[src/design/irpwfe_pkg.sv]
// Shared types, constants and codes of the pulse-width IR frame encoder.
package irpwfe_pkg;

	localparam int MAX_BITS = 32;
	localparam int CNT_W    = $clog2(MAX_BITS + 1);
	localparam int LEN_W    = 16;
	localparam int WORD_W   = 32;
	localparam int BC_W     = 6;
	localparam int IDX_W    = 2;

	localparam logic [LEN_W-1:0] HEADER_MARK_RST  = 16'd3000;
	localparam logic [LEN_W-1:0] HEADER_SPACE_RST = 16'd1000;
	localparam logic [LEN_W-1:0] ONE_MARK_RST     = 16'd1200;
	localparam logic [LEN_W-1:0] ZERO_MARK_RST    = 16'd600;

	localparam logic [IDX_W-1:0] REG_HEADER_MARK  = 2'd0;
	localparam logic [IDX_W-1:0] REG_HEADER_SPACE = 2'd1;
	localparam logic [IDX_W-1:0] REG_ONE_MARK     = 2'd2;
	localparam logic [IDX_W-1:0] REG_ZERO_MARK    = 2'd3;

	localparam logic [1:0] SYM_HEADER  = 2'd0;
	localparam logic [1:0] SYM_BIT     = 2'd1;
	localparam logic [1:0] SYM_TRAILER = 2'd2;

	typedef struct packed {
		logic [WORD_W-1:0] payload;
		logic [BC_W-1:0]   bit_count;
	} req_beat_t;

	typedef struct packed {
		logic [LEN_W-1:0] mark_len;
		logic [LEN_W-1:0] space_len;
		logic             last;
	} sym_beat_t;

	typedef struct packed {
		logic       load;
		logic       emit;
		logic [1:0] kind;
	} dp_cmd_t;

	typedef struct packed {
		logic slot_free;
		logic last_bit;
	} dp_status_t;

endpackage

[src/design/ir_pulse_width_frame_encoder_core.sv]
// Top level of the pulse-width IR frame encoder.
//
// Request channel (req_valid, req_stall, req): one beat carries a data word
// and a bit count. Counts of zero send one bit; counts above MAX_BITS send
// MAX_BITS. The low bits of the word are sent most significant first.
// Symbol channel (sym_valid, sym_stall, sym): one beat per symbol, in the
// order header, one beat per data bit, trailer; the trailer has no space and
// carries last. A frame of n bits gives n + 2 beats.
// The request is taken in the idle state and the header beat is loaded in the
// header state; further symbols follow one per cycle from a single output
// register while the symbol channel is not stalled. The sequencer takes one
// frame at a time: the next request is taken in the cycle after the trailer
// is loaded.
// A stall on the symbol channel holds the current beat and keeps the sequencer
// from loading another symbol over it; no symbol is lost. Timing registers are
// written through cfg_we, cfg_index, cfg_data; the user writes them only while
// the block is idle; the block does not enforce this. Reset idles the sequencer,
// empties the output register, restores default timings (3000, 1000, 1200, 600).
module ir_pulse_width_frame_encoder_core
	import irpwfe_pkg::*;
(
	input  logic             clk,
	input  logic             arst_n,
	input  logic             req_valid,
	output logic             req_stall,
	input  req_beat_t        req,
	output logic             sym_valid,
	input  logic             sym_stall,
	output sym_beat_t        sym,
	input  logic             cfg_we,
	input  logic [IDX_W-1:0] cfg_index,
	input  logic [LEN_W-1:0] cfg_data
);

	dp_cmd_t    cmd;
	dp_status_t status;
	logic       idle;

	irpwfe_ctrl u_ctrl (
		.clk       (clk),
		.arst_n    (arst_n),
		.req_valid (req_valid),
		.req_stall (req_stall),
		.status    (status),
		.cmd       (cmd),
		.idle      (idle)
	);

	irpwfe_dp u_dp (
		.clk       (clk),
		.arst_n    (arst_n),
		.req       (req),
		.cfg_we    (cfg_we),
		.cfg_index (cfg_index),
		.cfg_data  (cfg_data),
		.cmd       (cmd),
		.status    (status),
		.sym_valid (sym_valid),
		.sym_stall (sym_stall),
		.sym       (sym)
	);

	a_busy_after_req: assert property (@(posedge clk) disable iff (!arst_n)
		(req_valid && !req_stall) |=> req_stall)
		else $error("request taken while a frame is pending");

	a_trailer_no_space: assert property (@(posedge clk) disable iff (!arst_n)
		(sym_valid && sym.last) |-> (sym.space_len == '0))
		else $error("trailer beat carries a space");

	a_emit_needs_slot: assert property (@(posedge clk) disable iff (!arst_n)
		cmd.emit |-> status.slot_free)
		else $error("symbol loaded over an untaken beat");

	a_idle_no_emit: assert property (@(posedge clk) disable iff (!arst_n)
		idle |-> !cmd.emit)
		else $error("symbol emitted while idle");

endmodule

[src/design/irpwfe_ctrl.sv]
// Frame sequencer: idle, header, data bits, trailer.
module irpwfe_ctrl
	import irpwfe_pkg::*;
(
	input  logic       clk,
	input  logic       arst_n,
	input  logic       req_valid,
	output logic       req_stall,
	input  dp_status_t status,
	output dp_cmd_t    cmd,
	output logic       idle
);

	localparam logic [1:0] ST_IDLE    = 2'd0;
	localparam logic [1:0] ST_HEADER  = 2'd1;
	localparam logic [1:0] ST_BITS    = 2'd2;
	localparam logic [1:0] ST_TRAILER = 2'd3;

	logic [1:0] state_q;
	logic [1:0] state_d;

	assign idle      = (state_q == ST_IDLE);
	assign req_stall = !idle;

	always_comb begin
		state_d  = state_q;
		cmd.load = 1'b0;
		cmd.emit = 1'b0;
		cmd.kind = SYM_HEADER;
		unique case (state_q)
			ST_IDLE: begin
				if (req_valid) begin
					cmd.load = 1'b1;
					state_d  = ST_HEADER;
				end
			end
			ST_HEADER: begin
				cmd.kind = SYM_HEADER;
				if (status.slot_free) begin
					cmd.emit = 1'b1;
					state_d  = ST_BITS;
				end
			end
			ST_BITS: begin
				cmd.kind = SYM_BIT;
				if (status.slot_free) begin
					cmd.emit = 1'b1;
					if (status.last_bit) begin
						state_d = ST_TRAILER;
					end
				end
			end
			ST_TRAILER: begin
				cmd.kind = SYM_TRAILER;
				if (status.slot_free) begin
					cmd.emit = 1'b1;
					state_d  = ST_IDLE;
				end
			end
			default: begin
				state_d = ST_IDLE;
			end
		endcase
	end

	always_ff @(posedge clk or negedge arst_n) begin
		if (!arst_n) begin
			state_q <= ST_IDLE;
		end else begin
			state_q <= state_d;
		end
	end

endmodule

[src/design/irpwfe_dp.sv]
// Datapath: timing registers, shift word, bit counter and output beat register.
module irpwfe_dp
	import irpwfe_pkg::*;
(
	input  logic             clk,
	input  logic             arst_n,
	input  req_beat_t        req,
	input  logic             cfg_we,
	input  logic [IDX_W-1:0] cfg_index,
	input  logic [LEN_W-1:0] cfg_data,
	input  dp_cmd_t          cmd,
	output dp_status_t       status,
	output logic             sym_valid,
	input  logic             sym_stall,
	output sym_beat_t        sym
);

	logic [LEN_W-1:0]  header_mark_q;
	logic [LEN_W-1:0]  header_space_q;
	logic [LEN_W-1:0]  one_mark_q;
	logic [LEN_W-1:0]  zero_mark_q;
	logic [WORD_W-1:0] word_q;
	logic [CNT_W-1:0]  cnt_q;
	logic [CNT_W-1:0]  cnt_init;
	logic [CNT_W-1:0]  pos;
	logic [31:0]       pos_ext;
	logic              cur_bit;
	logic              valid_q;
	sym_beat_t         sym_q;
	sym_beat_t         sym_d;

	always_ff @(posedge clk or negedge arst_n) begin
		if (!arst_n) begin
			header_mark_q  <= HEADER_MARK_RST;
			header_space_q <= HEADER_SPACE_RST;
			one_mark_q     <= ONE_MARK_RST;
			zero_mark_q    <= ZERO_MARK_RST;
		end else if (cfg_we) begin
			unique case (cfg_index)
				REG_HEADER_MARK:  header_mark_q  <= cfg_data;
				REG_HEADER_SPACE: header_space_q <= cfg_data;
				REG_ONE_MARK:     one_mark_q     <= cfg_data;
				REG_ZERO_MARK:    zero_mark_q    <= cfg_data;
				default: ;
			endcase
		end
	end

	always_comb begin
		priority if (req.bit_count == '0) begin
			cnt_init = CNT_W'(1);
		end else if (32'(req.bit_count) > 32'(MAX_BITS)) begin
			cnt_init = CNT_W'(MAX_BITS);
		end else begin
			cnt_init = CNT_W'(req.bit_count);
		end
	end

	assign pos     = cnt_q - CNT_W'(1);
	assign pos_ext = 32'(pos);
	assign cur_bit = (pos_ext < 32'(WORD_W)) ? word_q[pos_ext[4:0]] : 1'b0;

	always_ff @(posedge clk or negedge arst_n) begin
		if (!arst_n) begin
			cnt_q <= '0;
		end else if (cmd.load) begin
			cnt_q <= cnt_init;
		end else if (cmd.emit && (cmd.kind == SYM_BIT)) begin
			cnt_q <= pos;
		end
	end

	always_ff @(posedge clk) begin
		if (cmd.load) begin
			word_q <= req.payload;
		end
	end

	always_comb begin
		unique case (cmd.kind)
			SYM_HEADER: begin
				sym_d.mark_len  = header_mark_q;
				sym_d.space_len = header_space_q;
				sym_d.last      = 1'b0;
			end
			SYM_BIT: begin
				sym_d.mark_len  = cur_bit ? one_mark_q : zero_mark_q;
				sym_d.space_len = header_space_q;
				sym_d.last      = 1'b0;
			end
			SYM_TRAILER: begin
				sym_d.mark_len  = zero_mark_q;
				sym_d.space_len = '0;
				sym_d.last      = 1'b1;
			end
			default: begin
				sym_d.mark_len  = zero_mark_q;
				sym_d.space_len = '0;
				sym_d.last      = 1'b1;
			end
		endcase
	end

	always_ff @(posedge clk or negedge arst_n) begin
		if (!arst_n) begin
			valid_q <= 1'b0;
		end else if (cmd.emit) begin
			valid_q <= 1'b1;
		end else if (!sym_stall) begin
			valid_q <= 1'b0;
		end
	end

	always_ff @(posedge clk) begin
		if (cmd.emit) begin
			sym_q <= sym_d;
		end
	end

	assign status.slot_free = !valid_q || !sym_stall;
	assign status.last_bit  = (cnt_q == CNT_W'(1));
	assign sym_valid        = valid_q;
	assign sym              = sym_q;

endmodule
[config.mk]
export PLATFORM = sky130hd
export DESIGN_NAME = ir_pulse_width_frame_encoder_core
export DESIGN_NICKNAME = d
export VERILOG_FILES = /design/src/design/irpwfe_pkg.sv /design/src/design/ir_pulse_width_frame_encoder_core.sv /design/src/design/irpwfe_ctrl.sv /design/src/design/irpwfe_dp.sv
export SDC_FILE = /design/constraint.sdc
export NUM_CORES = 1
export LEC_CHECK = 0
export BUFFER_PORTS_ARGS = -buffer_cell sky130_fd_sc_hd__buf_4
export CORE_UTILIZATION = 56
export CTS_CLUSTER_DIAMETER = 200
export DETAILED_ROUTE_END_ITERATION = 12
export PLACE_DENSITY = 0.79
export SLEW_MARGIN = 20
export SYNTH_ARGS = -nofsm -noshare
export SYNTH_HDL_FRONTEND = slang
export SYNTH_SLANG_ARGS = --single-unit
[constraint.sdc]
create_clock -name clk -period 3.8 [get_ports clk]
set_input_delay 0.19 -clock clk [delete_from_list [all_inputs] [get_ports clk]]
set_output_delay 0.19 -clock clk [all_outputs]
set_load 0.05 [all_outputs]
---- Word-level counts from Yosys, hierarchy flattened ----
Index checks and enable logic that the tools add are counted.
storage, ports and cells
  output and inout port bits .............. 35
  bits of input ports ..................... 61
  register bits after elaboration ......... 138
  word-level logic and storage cells ...... 65
operators by class
  add/sub/neg operators ................... 1
  reductions and logical operators ........ 15
  mux-type cells .......................... 21
  equality and inequality tests ........... 14
  magnitude comparators ................... 3
operators with widths
  kind                                                    count
  case mux 33 bit (2 select lines)                        1
  two-way mux 6 bit                                       4
  two-way mux 16 bit                                      1
  two-way mux 2 bit                                       5
  inequality test 2 bit (second input constant)           5
  case mux 3 bit (3 select lines)                         1
  == test 2 bit (second input constant)                   4
  case mux 2 bit (4 select lines)                         1
  AND reduction 2 bit                                     4
  two-way mux 1 bit                                       7
  == test 2 x 1 -> 1 bit (second input constant)          3
  == test 6 x 1 -> 1 bit (second input constant)          1
  greater-than comparator 6 bit (second input constant)   1
  zero test 2 bit                                         3
  zero test 6 bit                                         1
  < comparator 5 x 6 -> 1 bit (second input constant)     1
  < comparator 6 bit (second input constant)              1
  subtractor 6 x 1 -> 6 bit (second input constant)       1
  binary-select mux 1 bit (select 5 bit)                  1
  AND reduction 5 bit                                     1
  zero test 1 bit                                         3
  inequality test 2 x 1 -> 1 bit (second input constant)  1
  nonzero test 2 bit                                      1
  logical AND 1 bit                                       1
  logical OR 1 bit                                        1

---- Depth between registers and ports, before layout ----
Gate-level depths: netlist of run 1.
  depth after elaboration ................. 8
  gate-level depth with buffers ........... 11
  depth with buffers taken out ............ 8

---- Modules after synthesis ----
From an unflattened synthesis of run 1, not the netlist that was laid out.
unflattened totals
  cell total of the unflattened synthesis .. 402
  area, all modules ....................... 6118.4 µm²
by module, submodules not included
  module       area each (µm²)  times used  cells an instance
  irpwfe_dp    5895.7           1           382
  irpwfe_ctrl  222.7            1           20

---- Worst setup path after synthesis of run 1 ----
Ideal clock, no wire load.
  path kind ............................... reg2reg
  start ................................... reg u_dp.cnt_q[0]
  end ..................................... reg u_dp.sym_q (netlist bit u_dp.sym[18]), data pin
  data required time ...................... 3.650 ns
  slack ................................... 0.904 ns
  setup time .............................. 0.150 ns
  stages on the path, launching flop included .. 12
  arrival time ............................ 2.746 ns
  cell sequence ........................... dfrtp_1 -> buf_6 -> inv_1 -> ha_1 -> clkbuf_1 -> mux4_2 -> mux4_2 -> nor3b_4 -> or2_1 -> buf_6 -> buf_12 -> o211ai_2
RTL lines
  element                 RTL line          text
  from (decl)             irpwfe_dp.sv:23   logic [CNT_W-1:0] cnt_q;
  from (signal assigned)  irpwfe_dp.sv:67   cnt_q <= cnt_init;
  from (signal assigned)  irpwfe_dp.sv:69   cnt_q <= pos;
  to (signal assigned)    irpwfe_dp.sv:116  sym_q <= sym_d;
  to (decl)               irpwfe_dp.sv:29   sym_beat_t sym_q;

==> results.py, run 1 <==
metrics = {
    "route": {
        "wire_per_inst_um": 19.99,
        "post_route_drc_violation_count": 0,
        "dr.pass1.iters": 5,
        "antenna_violating_nets_post_route": 0,
        "avgViaCountPerCell": 5.721,
        "total_routed_wirelength_um": 14040,
        "routed-via-count": 4016,
        "detail_route.iter0.violations": 205,
    },
    "floorplanning": {
        "pin_count": 96,
        "core_sq_mm": 0.01032,
        "die_height_um": 105.1,
        "fp.dieArea_sq_mm": 0.01105,
        "placementRows": 37,
        "start_util": 0.5767,
        "die_width_um": 105.1,
    },
    "worst_setup_path": {
        "timing.critical_path.arrival_ps": 3660,
        "critical_path.max_stage_delay_ps": 640,
        "crit_required_ps": 4050,
        "path_class": "reg2reg",
        "critical_path_cell_sequence": "inv_1 -> ha_1 -> nor3b_2 -> xnor2_1 -> mux4_2 -> nor3b_4 -> or2_1 -> buf_4 -> o211ai_2",
        "timing.critical_path.fanout_max": 17,
        "critical-path-slowest-cell": "nor3b_4",
        "endpoint_kind": "register",
        "worst_path_dominant_cell_family": "simple AND/OR/NAND/NOR gates",
        "worst_path_buffer_plus_inverter_count": 2,
        "critical_path.startpoint_type": "register",
    },
    "synthesis": {
        "yosysUniqueCellTypes": 36,
        "synth.top_cell.area_share": 0.3279,
        "synth-seq-cells": 138,
        "syn-cell-area_sq_mm": 0.005953,
        "postSynthNetCount": 461,
        "post_synth.cell_area_avg_sq_um": 15.19,
        "synthesis.instances": 392,
        "synthTopCellsByArea": "edfxtp_1, dfrtp_1, mux2_2",
        "synth.yosys.warnings": 0,
        "ys_seq_area_frac": 0.6391,
        "leading_area_contributor_after_synthesis": "edfxtp_1",
    },
    "timing": {
        "max_slew.worst_pin.slew_ps": 1032,
        "period_needed_ps": 3413,
        "number_of_hold_violations_in_the_final_report": 0,
        "timing.slew.headroom": 0.3098,
        "setup_ws_ps": 386.8,
        "timing.final.max_slew_violations": 0,
        "fmaxAchievable_mhz": 293.0,
        "fin_crit_sh": 0.8982,
        "clock-skew-final_ps": 9.432,
        "totalNegativeSetupSlack_ps": 0,
        "rsz0062_at_grt": "no",
        "finalSetupViolations": 0,
    },
    "job": {
        "timing.max_cap.violations": 0,
    },
    "clocking": {
        "worstSkewPairLatency_ps": 520,
        "clockBufferDepth": 2,
        "cts_inserted_buffers": 17,
        "cts_tree": "built",
        "cts.sinks": 138,
        "number_of_levels_the_h_tree_was_split_into": 4,
        "ctsResizeCount": 0,
        "path_clk_slew_ps": 60,
        "clockRootBuffer": "clkbuf_8",
    },
    "final_layout": {
        "finalNetCount": 622,
        "area_growth_syn_to_layout_pct": 35.20,
        "n_antenna_cell": 0,
        "drive_above_1_share": 0.4240,
    },
    "pwr": {
        "p_seq_frac": 0.338,
        "p_sw_mw": 2.736,
        "power.switching_fraction": 0.3792,
        "total_leakage_power_nw": 3.265,
        "p_per_area_mw_per_mm2": 896.5,
        "internal-power_mw": 4.480,
        "max-vdd-ir-drop_v": 0.0004247,
        "share_clk_of_total_power": 0.254,
        "post-layout-total-power_mw": 7.216,
        "pwr-share-comb": 0.408,
    },
    "grt": {
        "antenna_violations_before_repair": 0,
        "groute.usage.overall": 0.2772,
        "first_pass_grt_wire_length_um": 22710,
        "grt_max_degree": 74,
        "grt_pass1_vias": 4283,
        "congestion_overflow_gr": 0,
    },
    "placement": {
        "place.port_buffers": 95,
        "post-dp-hpwl_um": 7728,
        "place.gp.congestion": 0.7723,
        "preCtsSetupSlack_ps": 539.3,
    },
    "status": {
        "status": "finished clean",
    },
    "worst_hold_path": {
        "min-delay-path-class": "in2reg",
    },
}
-- cell usage after synthesis (all sizes together) --
library cell and n:
nor2b 1, nor3b 3, o221ai 1, a22oi 16, or2 1, xnor2 6
o21ai 9, and3b 1, dfrtp 52, a21oi 7, nor4 2, ha 8
o21bai 1, or3 1, dfstp 21, inv 8, buf 3, xor2 3
nand3 3, mux2i 2, edfxtp 65, and2 16, mux4 9, o211ai 31
clkbuf 16, nand2 28, nor3 5, nand3b 3, o22ai 1, mux2 65
nor2 4
-- metal layers --
| metal | GRT usage | share of wire | up-vias |
|---|---|---|---|
| li1 | - | - | 1805 |
| met1 | 0.3341 | 0.39 | 2008 |
| met2 | 0.4886 | 0.54 | 178 |
| met5 | 0 | 0 | - |
| met4 | 0.09859 | 0.019 | 0 |
| met3 | 0.06301 | 0.055 | 25 |
-- power groups by stage --
stage	combinational, mW	clock, mW	sequential [mW]
5_1_grt	3.12	1.91	2.48
6_report	2.95	1.83	2.44
3_5_place_dp	2.85	0	2.45
4_1_cts	2.93	1.84	2.43
2_1_floorplan	1.43	0	3.08
3_3_place_gp	2.78	0	2.43
-- what timing repair did --
action	in CTS	in global routing
endpoints found under the hold margin	154	0
buffers inserted	0	0
hold buffers	57	0
-- cell type report --
cell class / count / area, sq um
fillers: 565 / 2275
flip-flops and latches: 138 / 3805
multi-input cells: 227 / 2033
clock buffers: 21 / 439.2
repair buffers: 161 / 1351
inverters: 8 / 30.03
well taps: 136 / 170.2
clock inverters: 11 / 220.2
-- kinds of logic (layout without fill, tap and decap cells) --
kind of cell	after synthesis	count (layout)	synth area share
multiplexers	76	76	0.1629
adder cells (fa/ha/maj)	8	8	0.01681
buffers and inverters	27	201	0.02228
flip-flops	138	138	0.6391
XOR/XNOR	9	9	0.01324
AND/OR/NAND/NOR	68	68	0.06074
AO/OA/AOI/OAI	66	66	0.08491
-- worst paths after layout --
check / to / cells past startpoint / slack [ps] / startpoint
min in group asynchronous: u_dp.header_mark_q[6] / 2 / 340 / arst_n
worst min-delay path: u_dp.cnt_q[3] / 3 / 30 / req[3]
worst min register to register: u_dp.header_space_q[12] / 1 / 500 / u_dp.header_space_q[12]
max in group asynchronous: u_ctrl.state_q[0] / 2 / 2820 / arst_n
worst max-delay path: u_dp.sym[28] / 9 / 390 / u_dp.cnt_q[1]
worst max register to register: u_dp.sym[28] / 9 / 390 / u_dp.cnt_q[1]
-- sequential cells by signal, indices dropped and copies added (netlist names) --
name / flops
u_dp.cnt_q: 6
u_dp.sym: 33
u_dp.header_mark_q: 16
u_dp.one_mark_q: 16
u_dp.word_q: 32
u_dp.header_space_q: 16
u_dp.sym_valid: 1
u_ctrl.state_q: 2
u_dp.zero_mark_q: 16
-- cells in the final DEF, fill, tap and decap left out, types with 2 or more instances in the layout --
master and n:
inv_1 7, mux4_2 5, xnor2_1 6, mux4_1 4, o211ai_1 21, bufinv_16 6
dfrtp_1 52, nand3b_1 3, a22oi_1 16, edfxtp_1 65, mux2i_1 2, o21ai_0 9
nor3b_2 2, o211ai_2 10, nor4_1 2, and2_1 16, clkbuf_16 16, mux2_2 65
buf_4 104, nor3_1 4, ha_1 8, xor2_1 3, clkbuf_8 2, nor2_1 4
dlygate4sd3_1 57, dfstp_2 21, clkbuf_1 3, clkinv_4 3, a21oi_1 7, nand3_1 3
nand2_1 28
-- worst min-delay path, stage by stage --
cell and delay (ps):
buf_4 90, a21oi_1 90, a21oi_1 140
-- metrics by stage --
step,area [sq um],std cells,util,hold slack (ps)
floorplan,5953,392,-,-105.6
global placement,6819,613,0.6605,367.8
detailed placement,6819,613,0.6605,369.3
CTS,8049,702,0.7797,7.429
global route,8049,702,0.7797,12.91
finish,8049,702,0.7797,30.45
Note: power is estimated with default switching activity, not from simulation.
==> run 2: changes to the inputs <==
CORE_UTILIZATION = 30   (was 56)
PLACE_DENSITY = not set   (was 0.79)
==> results.py, run 2 (synthesis results as in run 1) <==
metrics = {
    "status": {
        "status": "finished clean",
    },
    "route": {
        "route.top_layer_used": "met4",
        "dr.pass1.iters": 6,
        "antenna_violating_nets_post_route": 0,
        "met2_wirelength_um": 7027,
        "wire_per_inst_um": 16.57,
        "total_routed_wirelength_um": 13370,
        "routed-via-count": 3756,
        "met3_wirelength_um": 662,
        "met1Wirelength_um": 5547,
        "avgViaCountPerCell": 4.654,
        "detail_route.iter0.violations": 163,
        "post_route_drc_violation_count": 0,
    },
    "worst_setup_path": {
        "timing.critical_path.arrival_ps": 3450,
        "crit_required_ps": 3940,
        "regToRegEndpoint": "u_dp.sym[30]",
        "critical_path.startpoint_type": "register",
        "critical-path-slowest-cell": "nor3b_4",
        "depth_of_the_worst_register_to_register_path": 8,
        "endpoint_kind": "register",
        "r2r_setup_slack_ps": 490,
        "critical_path.max_stage_delay_ps": 660,
        "critical_path_cell_sequence": "inv_1 -> ha_1 -> nor3b_2 -> xnor2_1 -> mux4_2 -> nor3b_4 -> or2_2 -> o211ai_1",
        "timing.critical_path.fanout_max": 17,
        "timing.rr.start": "u_dp.cnt_q[1]",
        "cp-startpoint": "u_dp.cnt_q[1]",
        "path_class": "reg2reg",
    },
    "pwr": {
        "p_per_area_mw_per_mm2": 885.1,
        "total_leakage_power_nw": 3.145,
        "max-vdd-ir-drop_v": 0.0004422,
        "post-layout-total-power_mw": 7.007,
    },
    "clocking": {
        "clockBufferDepth": 2,
        "cts_inserted_buffers": 17,
        "cts_tree": "built",
        "clockRootBuffer": "clkbuf_16",
        "path_clk_slew_ps": 60,
        "worstSkewPairLatency_ps": 410,
        "cts.sinks": 138,
        "number_of_levels_the_h_tree_was_split_into": 4,
    },
    "floorplanning": {
        "die_width_um": 142.9,
        "fp.dieArea_sq_mm": 0.02041,
        "pin_count": 96,
        "placementRows": 51,
        "die_height_um": 142.9,
        "start_util": 0.3059,
        "core_sq_mm": 0.01946,
    },
    "timing": {
        "totalNegativeSetupSlack_ps": 0,
        "finalSetupViolations": 0,
        "timing.slew.headroom": 0.3265,
        "rsz0062_at_grt": "no",
        "holdWs_ps": 27.05,
        "fin_crit_sh": 0.8699,
        "max_slew.worst_pin.slew_ps": 1007,
        "period_needed_ps": 3306,
        "timing.final.max_slew_violations": 0,
        "fmaxAchievable_mhz": 302.5,
        "setup_ws_ps": 494.3,
        "number_of_hold_violations_in_the_final_report": 0,
        "clock-skew-final_ps": 9.329,
    },
    "grt": {
        "grt_pass1_vias": 4018,
        "grt_max_degree": 74,
        "groute.usage.overall": 0.1408,
        "antenna_violations_before_repair": 0,
        "congestion_overflow_gr": 0,
        "first_pass_grt_wire_length_um": 21090,
    },
    "worst_hold_path": {
        "hold_path_end": "u_dp.sym_valid",
        "min-delay-path-class": "in2reg",
        "worst_hold_path.num_cells": 3,
        "worstHoldStart": "sym_stall",
    },
    "final_layout": {
        "layout.filler_cells": 1772,
        "layout.cells.most_common": "buf_4",
        "post-route-util": 0.4068,
        "n_antenna_cell": 0,
        "area_growth_syn_to_layout_pct": 32.98,
        "layout_common_cells": "buf_4, mux2_2, edfxtp_1, dfrtp_1, dlygate4sd3_1",
        "largest_register_ffs": 33,
        "drive_above_1_share": 0.4428,
        "finalNetCount": 598,
    },
    "placement": {
        "place.port_buffers": 95,
        "preCtsSetupSlack_ps": 200.7,
        "post-dp-hpwl_um": 8549,
        "place.gp.congestion": 0.7898,
    },
    "job": {
        "timing.max_cap.violations": 0,
    },
}
[run 2: cell types whose count changed in the layout (fill, tap and decap cells not counted), sizes merged]
cell	delta
clkinvlp	+1
dlygate4sd3	-24
bufinv	-2
clkbuf	-3
clkinv	+4
[run 2: cell type report]
| type | count | area, sq um | share of cell area |
|---|---|---|---|
| Sequential cell | 138 | 3805 | 0.4806 |
| Multi-Input combinational cell | 227 | 2033 | 0.2568 |
| Timing Repair Buffer | 137 | 1111 | 0.1404 |
| Clock buffer | 18 | 429.2 | 0.05421 |
| Tap cell | 265 | 331.6 | 0.04188 |
| Clock inverter | 14 | 176.4 | 0.02229 |
| Inverter | 8 | 30.03 | 0.003793 |
[run 2: layer usage]
metal,up-vias,track usage
li1,1753,-
met1,1891,0.1596
met2,105,0.2510
met3,7,0.04158
met4,0,0.04867
met5,-,0
[run 2: what timing repair did]
item / 4_1_cts / 5_1_grt
hold endpoints to repair: 84 / 0
setup endpoints to repair: 0 / 1
setup buffers: 0 / 0
hold buffers: 33 / 0
resized for setup: 0 / 1
[run 2: metrics by stage]
stage,area [sq um],cells
global placement,6980,742
floorplan,5953,392
global route,7916,807
detailed placement,6980,742
finish,7916,807
CTS,7916,807
[run 2: worst max-delay path by stage]
stage,depth (start not counted),endpoint
floorplan,11,u_dp.sym[18]
global placement,8,u_dp.sym[17]
detailed placement,8,u_dp.sym[30]
CTS,8,u_dp.sym[30]
global route,8,u_dp.sym[30]
finish,8,u_dp.sym[30]
[run 2: critical path, delay by kind of cell, from the launching register on]
| kind | cells | cell delay (ps) |
|---|---|---|
| AOI/OAI and AO/OA | 1 | 190 |
| xor gates and xnor gates | 1 | 400 |
| muxes | 1 | 320 |
| buffers and inverters | 1 | 90 |
| adders and majority gates | 1 | 230 |
| DFF | 1 | 400 |
| and+or+nand+nor | 3 | 1400 |
[run 2: power by group]
group          total (mW)  internal (mW)  switching (mW)  leakage [nW]
Combinational        2.88           1.03            1.85          1.40
Clock                1.70           1.09           0.616         0.296
Sequential           2.42           2.20           0.224          1.45
Total                7.01           4.32            2.69          3.14
==> run 3: changes to the inputs <==
CTS_BUF_LIST = sky130_fd_sc_hd__clkbuf_4   (was not set)
==> results.py, run 3 (synthesis results as in run 1) <==
metrics = {
    "route": {
        "dr.pass1.iters": 4,
        "detail_route.iter0.violations": 130,
        "avgViaCountPerCell": 4.651,
        "antenna_violating_nets_post_route": 0,
        "wire_per_inst_um": 16.12,
        "routed-via-count": 3865,
        "total_routed_wirelength_um": 13400,
        "post_route_drc_violation_count": 0,
    },
    "worst_hold_path": {
        "worst_hold_path.num_cells": 4,
        "min-delay-path-class": "in2reg",
    },
    "final_layout": {
        "area_occupied_by_multi_input_gates_sq_mm": 0.002033,
        "final_cell_area_sq_mm": 0.007863,
        "area_growth_syn_to_layout_pct": 32.07,
        "n_antenna_cell": 0,
        "layout.filler_cells": 1789,
        "final-instance-count-excl-fill": 831,
        "layout_common_cells": "buf_4, mux2_2, edfxtp_1, dlygate4sd3_1, dfrtp_1",
        "layout.cells.most_common": "buf_4",
        "sequential_cell_area_sq_mm": 0.003805,
        "drive_above_1_share": 0.4258,
        "finalNetCount": 622,
        "largest_register_ffs": 33,
    },
    "placement": {
        "place.port_buffers": 95,
        "place_area_sq_mm": 0.006980,
        "place.gp.congestion": 0.7898,
        "post-dp-hpwl_um": 8549,
        "place.detailed.instances": 742,
    },
    "clocking": {
        "cts.sinks": 138,
        "worstSkewPairLatency_ps": 520,
        "clockRootBuffer": "clkbuf_4",
        "cts_tree": "built",
        "number_of_levels_the_h_tree_was_split_into": 4,
        "cts_inserted_buffers": 17,
        "clockBufferDepth": 2,
        "path_clk_slew_ps": 120,
    },
    "timing": {
        "fin_crit_sh": 0.8740,
        "max_slew.worst_pin.slew_ps": 1010,
        "finalSetupViolations": 0,
        "period_needed_ps": 3321,
        "timing.slew.headroom": 0.3250,
        "number_of_hold_violations_in_the_final_report": 0,
        "fmaxAchievable_mhz": 301.1,
        "clock-skew-final_ps": 23.22,
        "totalNegativeSetupSlack_ps": 0,
        "rsz0062_at_grt": "no",
        "timing.final.max_slew_violations": 0,
        "holdWs_ps": 117.2,
    },
    "pwr": {
        "max-vdd-ir-drop_v": 0.0003014,
        "total_leakage_power_nw": 3.115,
        "p_per_area_mw_per_mm2": 809.7,
    },
    "worst_setup_path": {
        "endpoint_kind": "register",
        "crit_required_ps": 4070,
        "timing.critical_path.arrival_ps": 3590,
        "timing.critical_path.fanout_max": 17,
        "path_class": "reg2reg",
        "depth_of_the_worst_register_to_register_path": 8,
        "critical_path.startpoint_type": "register",
    },
    "floorplanning": {
        "core_sq_mm": 0.01946,
        "start_util": 0.3059,
        "fp.dieArea_sq_mm": 0.02041,
        "pin_count": 96,
        "die_width_um": 142.9,
        "placementRows": 51,
        "die_height_um": 142.9,
    },
    "job": {
        "timing.max_cap.violations": 0,
    },
    "grt": {
        "groute.usage.overall": 0.1396,
        "congestion_overflow_gr": 0,
        "grt_max_degree": 74,
        "first_pass_grt_wire_length_um": 21200,
        "antenna_violations_before_repair": 0,
        "grt_pass1_vias": 4125,
    },
    "status": {
        "status": "finished clean",
    },
}
run 3: cell count changes in the layout (fill, tap and decap cells not counted):
cell / before / now
dlygate4sd3_1: 33 / 57
clkbuf_16: 17 / 0
clkbuf_4: 0 / 18
clkbuf_1: 1 / 0
run 3: power breakdown:
group	switching, mW	internal [mW]	leakage, nW
Sequential	0.226	2.19	1.45
Combinational	1.85	1.05	1.50
Clock	0.528	0.521	0.168
Total	2.61	3.76	3.11
run 3: final timing paths:
check,end,startpoint,slack [ps]
max,u_dp.sym[30],u_dp.cnt_q[1],480
min in group asynchronous,u_dp.header_space_q[12],arst_n,350
max reg2reg,u_dp.sym[30],u_dp.cnt_q[1],480
min reg2reg,u_dp.header_space_q[10],u_dp.header_space_q[10],510
min,u_ctrl.state_q[0],req_valid,120
max in group asynchronous,u_dp.one_mark_q[13],arst_n,2810
run 3: stage by stage:
stage            util  setup slack, ps  total power, mW
2_1_floorplan       -            903.8            4.508
3_3_place_gp   0.3587            280.6            5.268
3_5_place_dp   0.3587            200.7            5.336
4_1_cts        0.4040            175.2            6.446
5_1_grt        0.4040            267.0            6.712
6_report       0.4040            478.8            6.366
run 3: layer usage:
metal	up-vias	part of all wire	GRT usage	wire length [um]
met5	-	0	0	0
met4	0	0.011	0.04244	152
li1	1807	-	-	-
met1	1935	0.42	0.1601	5665
met3	16	0.046	0.03789	614
met2	107	0.52	0.2518	6966
run 3: cell type report:
type                            count  area share
Multi-Input combinational cell    227      0.2586
Clock buffer                       18     0.01719
Timing Repair Buffer              161      0.1719
Inverter                            8    0.003819
Clock inverter                     14     0.02244
Sequential cell                   138      0.4839
Tap cell                          265     0.04217
run 3: timing repair:
item / 4_1_cts / 5_1_grt
buffers inserted: 0 / 0
hold buffers: 57 / 0
gates resized for setup: 0 / 1
endpoints found under the setup margin: 0 / 3
endpoints found under the hold margin: 155 / 0
run 3: worst max-delay path: stages, from the launching register on:
cell      delay, ps
dfrtp_1         430
inv_1            90
ha_1            230
nor3b_2         190
xnor2_1         410
mux4_2          320
nor3b_4         650
or2_2           550
o211ai_1        180
